==> src/hdl/crb_pkg.sv <==
// Shared types, command codes and helpers for the Catmull-Rom to Bezier stream block.
package crb_pkg;

   localparam int COORD_BITS = 32;
   localparam int D_W        = 35;  // Euclidean distance
   localparam int S_W        = 26;  // square root of distance, 8 extra fraction bits
   localparam int ACC_W      = 70;  // multiply accumulator, square root operand
   localparam int DEN_W      = 56;  // 3*s*(s+s')
   localparam int NUM_W      = 86;  // numerator magnitude shifted left by 16
   localparam int Q_W        = 41;  // quotient bits kept below the clamp
   localparam int CNT_W      = 7;
   localparam int MUL_STEPS  = 35;
   localparam int SQRT_STEPS = 35;

   typedef struct packed {
      logic signed [COORD_BITS-1:0] vertex_x;
      logic signed [COORD_BITS-1:0] vertex_y;
      logic signed [COORD_BITS-1:0] vertex_z;
      logic [31:0]                  thickness;
      logic                         strand_end;
   } req_type;

   typedef struct packed {
      logic signed [COORD_BITS-1:0] point_x;
      logic signed [COORD_BITS-1:0] point_y;
      logic signed [COORD_BITS-1:0] point_z;
      logic [1:0]                   point_index;
      logic [31:0]                  width_start;
      logic [31:0]                  width_end;
      logic                         segment_done;
      logic                         run_done;
   } rsp_type;

   typedef struct packed {
      logic signed [COORD_BITS-1:0] x;
      logic signed [COORD_BITS-1:0] y;
      logic signed [COORD_BITS-1:0] z;
      logic [31:0]                  w;
   } vertex_type;

   typedef struct packed {
      logic signed [COORD_BITS-1:0] x;
      logic signed [COORD_BITS-1:0] y;
      logic signed [COORD_BITS-1:0] z;
   } coord3_type;

   // datapath operations
   localparam logic [3:0] OP_NOP       = 4'd0;
   localparam logic [3:0] OP_CAPTURE   = 4'd1;
   localparam logic [3:0] OP_LOAD      = 4'd2;
   localparam logic [3:0] OP_SQ        = 4'd3;
   localparam logic [3:0] OP_SQRT_D    = 4'd4;
   localparam logic [3:0] OP_SQRT_S    = 4'd5;
   localparam logic [3:0] OP_DEN       = 4'd6;
   localparam logic [3:0] OP_DEN_LATCH = 4'd7;
   localparam logic [3:0] OP_T1        = 4'd8;
   localparam logic [3:0] OP_T1_LATCH  = 4'd9;
   localparam logic [3:0] OP_T2        = 4'd10;
   localparam logic [3:0] OP_COMB      = 4'd11;
   localparam logic [3:0] OP_DIV       = 4'd12;
   localparam logic [3:0] OP_STORE     = 4'd13;
   localparam logic [3:0] OP_EMIT      = 4'd14;
   localparam logic [3:0] OP_SHIFT     = 4'd15;

   // segment windows
   localparam logic [1:0] SEG_FIRST = 2'd0;
   localparam logic [1:0] SEG_MID   = 2'd1;
   localparam logic [1:0] SEG_LAST  = 2'd2;

   typedef struct packed {
      logic [3:0] op;
      logic [1:0] j;     // distance pair
      logic [1:0] a;     // axis
      logic       k;     // inner point: 0 is B1, 1 is B2
      logic [1:0] p;     // emitted point
      logic [1:0] kind;  // segment window
      logic       last;  // final segment of this transfer
   } cmd_type;

   typedef struct packed {
      logic busy;
   } status_type;

   function automatic logic signed [COORD_BITS-1:0] axis_sel(vertex_type v, logic [1:0] a);
      logic signed [COORD_BITS-1:0] r;
      case (a)
         2'd0:    r = v.x;
         2'd1:    r = v.y;
         default: r = v.z;
      endcase
      return r;
   endfunction

   function automatic logic [COORD_BITS:0] mag33(logic signed [COORD_BITS:0] v);
      return v[COORD_BITS] ? (COORD_BITS+1)'(-v) : (COORD_BITS+1)'(v);
   endfunction

endpackage

==> src/hdl/crb_ctrl.sv <==
// Controller: sequences segments, micro-operations and result transfers.
module crb_ctrl import crb_pkg::*; (
   input  logic       clock,
   input  logic       reset,
   input  logic       req_valid,
   input  logic       req_strand_end,
   output logic       req_stall,
   output logic       rsp_valid,
   input  logic       rsp_stall,
   input  status_type status,
   output cmd_type    cmd
);

   localparam logic [3:0] ST_IDLE   = 4'd0;
   localparam logic [3:0] ST_LOAD   = 4'd1;
   localparam logic [3:0] ST_DSQ    = 4'd2;
   localparam logic [3:0] ST_DRT    = 4'd3;
   localparam logic [3:0] ST_SRT    = 4'd4;
   localparam logic [3:0] ST_DEN    = 4'd5;
   localparam logic [3:0] ST_DENL   = 4'd6;
   localparam logic [3:0] ST_T1     = 4'd7;
   localparam logic [3:0] ST_T1L    = 4'd8;
   localparam logic [3:0] ST_T2     = 4'd9;
   localparam logic [3:0] ST_COMB   = 4'd10;
   localparam logic [3:0] ST_DIV    = 4'd11;
   localparam logic [3:0] ST_STORE  = 4'd12;
   localparam logic [3:0] ST_EMIT   = 4'd13;
   localparam logic [3:0] ST_FINISH = 4'd14;

   logic [3:0] state_ff, state_in;
   logic       issued_ff, issued_in;
   logic [1:0] j_ff, j_in, a_ff, a_in, p_ff, p_in, kind_ff, kind_in;
   logic       k_ff, k_in, last_pend_ff, last_pend_in, end_ff, end_in;
   logic [2:0] count_ff, count_in;
   logic       rsp_valid_ff, rsp_valid_in;
   logic       accept, final_seg, can_load;

   assign req_stall = (state_ff != ST_IDLE);
   assign accept    = req_valid && !req_stall;
   assign final_seg = (kind_ff == SEG_LAST) || ((kind_ff == SEG_MID) && !last_pend_ff);
   assign can_load  = !rsp_valid_ff || !rsp_stall;

   always_comb begin
      state_in     = state_ff;
      issued_in    = issued_ff;
      j_in         = j_ff;
      a_in         = a_ff;
      k_in         = k_ff;
      p_in         = p_ff;
      kind_in      = kind_ff;
      last_pend_in = last_pend_ff;
      end_in       = end_ff;
      count_in     = count_ff;
      rsp_valid_in = rsp_valid_ff && rsp_stall;
      cmd.op       = OP_NOP;
      cmd.j        = j_ff;
      cmd.a        = a_ff;
      cmd.k        = k_ff;
      cmd.p        = p_ff;
      cmd.kind     = kind_ff;
      cmd.last     = final_seg;

      unique case (state_ff) inside
         ST_IDLE: begin
            if (accept) begin
               cmd.op       = OP_CAPTURE;
               end_in       = req_strand_end;
               last_pend_in = req_strand_end && (count_ff >= 3'd3);
               if (count_ff == 3'd3) begin
                  kind_in = SEG_FIRST; state_in = ST_LOAD;
               end else if (count_ff >= 3'd4) begin
                  kind_in = SEG_MID; state_in = ST_LOAD;
               end else begin
                  state_in = ST_FINISH;
               end
            end
         end
         ST_LOAD: begin
            cmd.op = OP_LOAD; j_in = 2'd0; a_in = 2'd0; state_in = ST_DSQ;
         end
         ST_DSQ, ST_DRT, ST_SRT, ST_DEN, ST_T1, ST_T2, ST_DIV: begin
            if (!issued_ff) begin
               issued_in = 1'b1;
               case (state_ff)
                  ST_DSQ:  cmd.op = OP_SQ;
                  ST_DRT:  cmd.op = OP_SQRT_D;
                  ST_SRT:  cmd.op = OP_SQRT_S;
                  ST_DEN:  cmd.op = OP_DEN;
                  ST_T1:   cmd.op = OP_T1;
                  ST_T2:   cmd.op = OP_T2;
                  default: cmd.op = OP_DIV;
               endcase
            end else if (!status.busy) begin
               issued_in = 1'b0;
               case (state_ff)
                  ST_DSQ: begin
                     if (a_ff == 2'd2) begin
                        a_in = 2'd0; state_in = ST_DRT;
                     end else begin
                        a_in = a_ff + 2'd1;
                     end
                  end
                  ST_DRT: state_in = ST_SRT;
                  ST_SRT: begin
                     if (j_ff == 2'd2) begin
                        j_in = 2'd0; k_in = 1'b0; state_in = ST_DEN;
                     end else begin
                        j_in = j_ff + 2'd1; state_in = ST_DSQ;
                     end
                  end
                  ST_DEN:  state_in = ST_DENL;
                  ST_T1:   state_in = ST_T1L;
                  ST_T2:   state_in = ST_COMB;
                  default: state_in = ST_STORE;
               endcase
            end
         end
         ST_DENL: begin
            cmd.op = OP_DEN_LATCH; a_in = 2'd0; state_in = ST_T1;
         end
         ST_T1L: begin
            cmd.op = OP_T1_LATCH; state_in = ST_T2;
         end
         ST_COMB: begin
            cmd.op = OP_COMB; state_in = ST_DIV;
         end
         ST_STORE: begin
            cmd.op = OP_STORE;
            if (a_ff == 2'd2) begin
               a_in = 2'd0;
               if (k_ff) begin
                  p_in = 2'd0; state_in = ST_EMIT;
               end else begin
                  k_in = 1'b1; state_in = ST_DEN;
               end
            end else begin
               a_in = a_ff + 2'd1; state_in = ST_T1;
            end
         end
         ST_EMIT: begin
            if (can_load) begin
               cmd.op       = OP_EMIT;
               rsp_valid_in = 1'b1;
               p_in         = p_ff + 2'd1;
               if (p_ff == 2'd3) begin
                  if (kind_ff == SEG_FIRST) begin
                     kind_in = SEG_MID; state_in = ST_LOAD;
                  end else if ((kind_ff == SEG_MID) && last_pend_ff) begin
                     kind_in = SEG_LAST; state_in = ST_LOAD;
                  end else begin
                     state_in = ST_FINISH;
                  end
               end
            end
         end
         ST_FINISH: begin
            cmd.op   = OP_SHIFT;
            count_in = end_ff ? 3'd0 : ((count_ff >= 3'd4) ? 3'd4 : count_ff + 3'd1);
            state_in = ST_IDLE;
         end
         default: state_in = ST_IDLE;
      endcase
   end

   assign rsp_valid = rsp_valid_ff;

   always_ff @(posedge clock) begin
      if (reset) begin
         state_ff     <= ST_IDLE;
         issued_ff    <= 1'b0;
         j_ff         <= 2'd0;
         a_ff         <= 2'd0;
         k_ff         <= 1'b0;
         p_ff         <= 2'd0;
         kind_ff      <= SEG_FIRST;
         last_pend_ff <= 1'b0;
         end_ff       <= 1'b0;
         count_ff     <= 3'd0;
         rsp_valid_ff <= 1'b0;
      end else begin
         state_ff     <= state_in;
         issued_ff    <= issued_in;
         j_ff         <= j_in;
         a_ff         <= a_in;
         k_ff         <= k_in;
         p_ff         <= p_in;
         kind_ff      <= kind_in;
         last_pend_ff <= last_pend_in;
         end_ff       <= end_in;
         count_ff     <= count_in;
         rsp_valid_ff <= rsp_valid_in;
      end
   end

   // a running unit always belongs to an issued step
   a_busy_issued: assert property (@(posedge clock) disable iff (reset)
      status.busy |-> issued_ff)
      else $error("datapath busy without an issued step");

   a_count_cap: assert property (@(posedge clock) disable iff (reset)
      count_ff <= 3'd4)
      else $error("strand count beyond saturation");

   a_short_strand: assert property (@(posedge clock) disable iff (reset)
      (accept && count_ff < 3'd3) |=> state_ff == ST_FINISH)
      else $error("short strand started a segment");

   a_emit_whole: assert property (@(posedge clock) disable iff (reset)
      (state_ff == ST_EMIT ##1 state_ff != ST_EMIT) |-> $past(p_ff) == 2'd3)
      else $error("segment left before its fourth point");

endmodule

==> config.mk <==
export PLATFORM = sky130hd
export DESIGN_NAME = crb_ctrl
export DESIGN_NICKNAME = d
export VERILOG_FILES = /design/src/hdl/crb_pkg.sv /design/src/hdl/crb_ctrl.sv
export SDC_FILE = /design/constraint.sdc
export NUM_CORES = 1
export LEC_CHECK = 0
export BUFFER_PORTS_ARGS = -buffer_cell sky130_fd_sc_hd__buf_2
export CAP_MARGIN = 20
export CORE_MARGIN = 2
export CORE_UTILIZATION = 50
export CTS_BUF_LIST = sky130_fd_sc_hd__clkbuf_16
export DETAILED_ROUTE_END_ITERATION = 8
export HOLD_SLACK_MARGIN = 0.06
export MAX_ROUTING_LAYER = met4
export PLACE_DENSITY = 0.79
export SETUP_SLACK_MARGIN = 0.5
export SLEW_MARGIN = 20
export SYNTH_ARGS = -nofsm -noshare
export SYNTH_HDL_FRONTEND = slang
export SYNTH_SLANG_ARGS = --single-unit
==> constraint.sdc <==
create_clock -name clock -period 4.7 [get_ports clock]
set_input_delay 0.235 -clock clock [delete_from_list [all_inputs] [get_ports clock]]
set_output_delay 0.235 -clock clock [all_outputs]
set_load 0.01 [all_outputs]
==> impl_summary.md <==
Clock network
The CTS tree is yes. The number of setup buffers added after CTS is 0. After clock tree synthesis, the clock-pin slew on the worst setup and hold paths is 50 ps. After clock tree synthesis, the flow added hold-fix buffers numbering 0.

The H-tree depth is 1. The maximum clock path buffer count is 2. The later pin in the worst-skew pair is clocked with a latency of 250 ps. The clock net sink count is 20. In this run, post-CTS repair resized a total of 0 instances. In this run, CTS created clock tree buffers numbering 3. CTS placed an instance of clkbuf_16 at the clock tree root.

Yosys
The area share of the largest cell type after synthesis is 0.280. The mean instance size in the synthesized netlist is 7.61 µm². The leading register cell type out of synthesis is dfxtp_1. The Yosys step of the flow raised 0 warnings.

By area the synthesized netlist is led by dfxtp_1, nor2_1, a21oi_1. The number of distinct library cells after synthesis is 53. Synthesis inferred 20 register bits. The cell count after synthesis is 188. The number of nets handed over by synthesis was 198. In this run, synthesis inferred 0 flip-flops with an integrated enable.

Summed over all instances, the cell type with the most area after synthesis is dfxtp_1. In this run the cell area of the synthesized design comes to 1430 µm². Of the synthesized area, sequential elements account for 0.280.

Counting flops with an async set or reset pin after synthesis yields a share of 0.

Job
Across the run, the number of max-cap violations was 0.

Die
The region available for standard cell placement spans 2730 µm². The width of the chip is 57.5 µm. For this configuration, the core starts out at a cell density of 0.523. The die is 57.5 µm tall. The number of top-level design ports is 22.

The die covers 3300 µm². The floorplan has 19 rows.

STA
The setup slack of the critical path after layout is 2450 ps. The final count of pins violating max slew was 0. The count of final hold-check violations is 0.

The maximum achievable frequency is 445 MHz. Setup repair after global routing left no endpoint under its margin. The portion of the clock cycle consumed by the worst path in the final layout is 0.478. For the finished layout, the period the worst path requires is 2250 ps.

Setup violations remaining at the end of the flow were counted as 0. The worst slew slack as a fraction of its limit is 0.397. For the pin with the worst max-slew slack, the measured transition is 903 ps.

The final setup TNS is 0 ps. The worst hold slack across all endpoints is 241 ps. The post-route clock skew is 3.15 ps.

Place
The pre-CTS setup slack is 2590 ps. Summed over all nets, the half-perimeter wirelength after detailed placement is 2.17 mm. During placement, the flow inserted port buffers numbering 21. At the end of routability-driven placement, the weighted congestion stood at 0.918.

Min path
The classification of the worst-slack hold path is input pin to flop.

Setup path
The worst setup path is captured at an output port. The worst setup path is of the flop to output port kind. STA puts the critical path data arrival time at 2010 ps. The setup slack on the worst flop-to-flop path is 2560 ps. The startpoint kind of the worst setup timing path is a flop. The critical path required time is 4470 ps. Along the worst path, the maximum fanout reaches 27.

Pwr
The leakage dissipation is 0.000636 µW. The highest ir drop seen on vdd is 0.000405 V. The total power per unit cell area is 643 nW/µm².

Detailed routing
The number of search-and-repair iterations in the first detailed-routing pass is 4. The total wire length after detailed routing is 3.16 mm. In this run, the number of DRC markers left after iteration 0 of detailed routing was 85. The post-detailed-route wirelength per cell is 13.8 µm. The count of nets left with antenna violations once routing finished came out at 0. For this run, design rule violations remaining after detail routing come to 0. The via total after detailed routing is 1369.

The routed via count divided by cell count is 5.95.

Global routing
The pin count of the biggest net entering global routing is 28. The first-pass GRT wire length is 5.68 mm. The number of antenna violations at the first check in global routing is 0. In the global route stage, overall resource usage came out at 0.224.

The via count of the first global-routing pass was 1215. The leftover overflow at the end of global routing is 0.

Finish
The final cell utilization of the core is 0.573. The synthesis-to-layout area growth is 9.54%. The repair_antennas step left the layout with diodes totalling 0. Fill cells in the final layout number 254. In the final layout, the share of cells above drive strength 1 is 0.171. In the final design database the tool counted 210 nets.

Run status
The flow ran to the end, and the final reports show no timing, DRC or antenna violations.
[cells in the final DEF (no fill, tap or decap), drive strengths merged, types with 3 or more instances in the layout]
master / netlist / layout
a211oi: 3 / 3
a21oi: 19 / 19
buf: 11 / 21
clkbuf: 3 / 3
dfxtp: 20 / 20
ha: 4 / 4
inv: 10 / 10
mux2i: 3 / 3
nand2: 15 / 15
nand2b: 5 / 5
nand3: 6 / 6
nor2: 27 / 27
nor3: 5 / 5
o21ai: 16 / 16
o221ai: 3 / 3
[cell usage after synthesis, types with 3 or more instances]
master / n
nor2_1: 27
dfxtp_1: 20
a21oi_1: 19
nand2_1: 15
o21ai_0: 14
inv_1: 9
buf_2: 6
nand3_1: 6
nand2b_1: 5
nor3_1: 5
ha_1: 4
buf_4: 3
clkbuf_1: 3
mux2i_1: 3
[flip-flops by register name (all words and copies together) (netlist names)]
name          count
k_ff              1
rsp_valid         1
p_ff              2
issued_ff         1
last_pend_ff      1
a_ff              2
j_ff              2
state_ff          4
kind_ff           2
end_ff            1
count_ff          3
[report_power, final]
part	switching [µW]	leakage, µW	internal, µW
clock	65.4	0.0000385	113
sequential	118	0.000163	201
combinational	275	0.000435	235
[layer usage]
layer,share of wire,vias to the layer above,wire length [µm],global-route usage
li1,-,700,-,-
met1,0.50,623,1570,0.326
met2,0.43,39,1360,0.313
met3,0.061,7,194,0.0499
met4,0.012,0,38,0.0532
met5,0,-,0,-
[through the flow]
stage	total power [µW]	std cells	cell area [µm²]
after global routing	1090	230	1570
after CTS	1010	230	1570
after detailed placement	823	226	1490
after global placement	821	226	1490
after floorplan	739	188	1430
final	1010	230	1570
[area by class of cell]
| cell class | count | area (µm²) | area share |
|---|---|---|---|
| Clock buffer | 3 | 75.1 | 0.0479 |
| Clock inverter | 1 | 3.75 | 0.00240 |
| Inverter | 10 | 37.5 | 0.0240 |
| Multi-Input combinational cell | 144 | 906 | 0.578 |
| Sequential cell | 20 | 400 | 0.256 |
| Tap cell | 31 | 38.8 | 0.0248 |
| Timing Repair Buffer | 21 | 105 | 0.0671 |
[logic make-up after synthesis]
group | synth area share
and+or+nand+nor | 0.260
AOI/OAI and AO/OA | 0.297
buffers and inverters | 0.0866
DFF | 0.280
muxes | 0.0289
adders and majority gates | 0.0350
xor gates and xnor gates | 0.0123
[worst max-delay path, cell delays in order (launching register included)]
cell	delay (ps)
dfxtp_1	910
nand2_1	210
o21ai_0	130
nor2_1	60
o31a_1	310
buf_2	140
[worst paths after layout]
kind	endpoint	depth (start not counted)	startpoint
worst min register to register	last_pend_ff$_SDFFE_PP0P_	2	last_pend_ff$_SDFFE_PP0P_
worst min-delay path	end_ff$_SDFFE_PP0P_	3	req_strand_end
worst max register to register	state_ff[0]$_SDFFE_PP0P_	5	state_ff[2]$_SDFFE_PP0P_
worst max-delay path	cmd[10]	5	state_ff[2]$_SDFFE_PP0P_
Power figures use the tool's default switching activity.
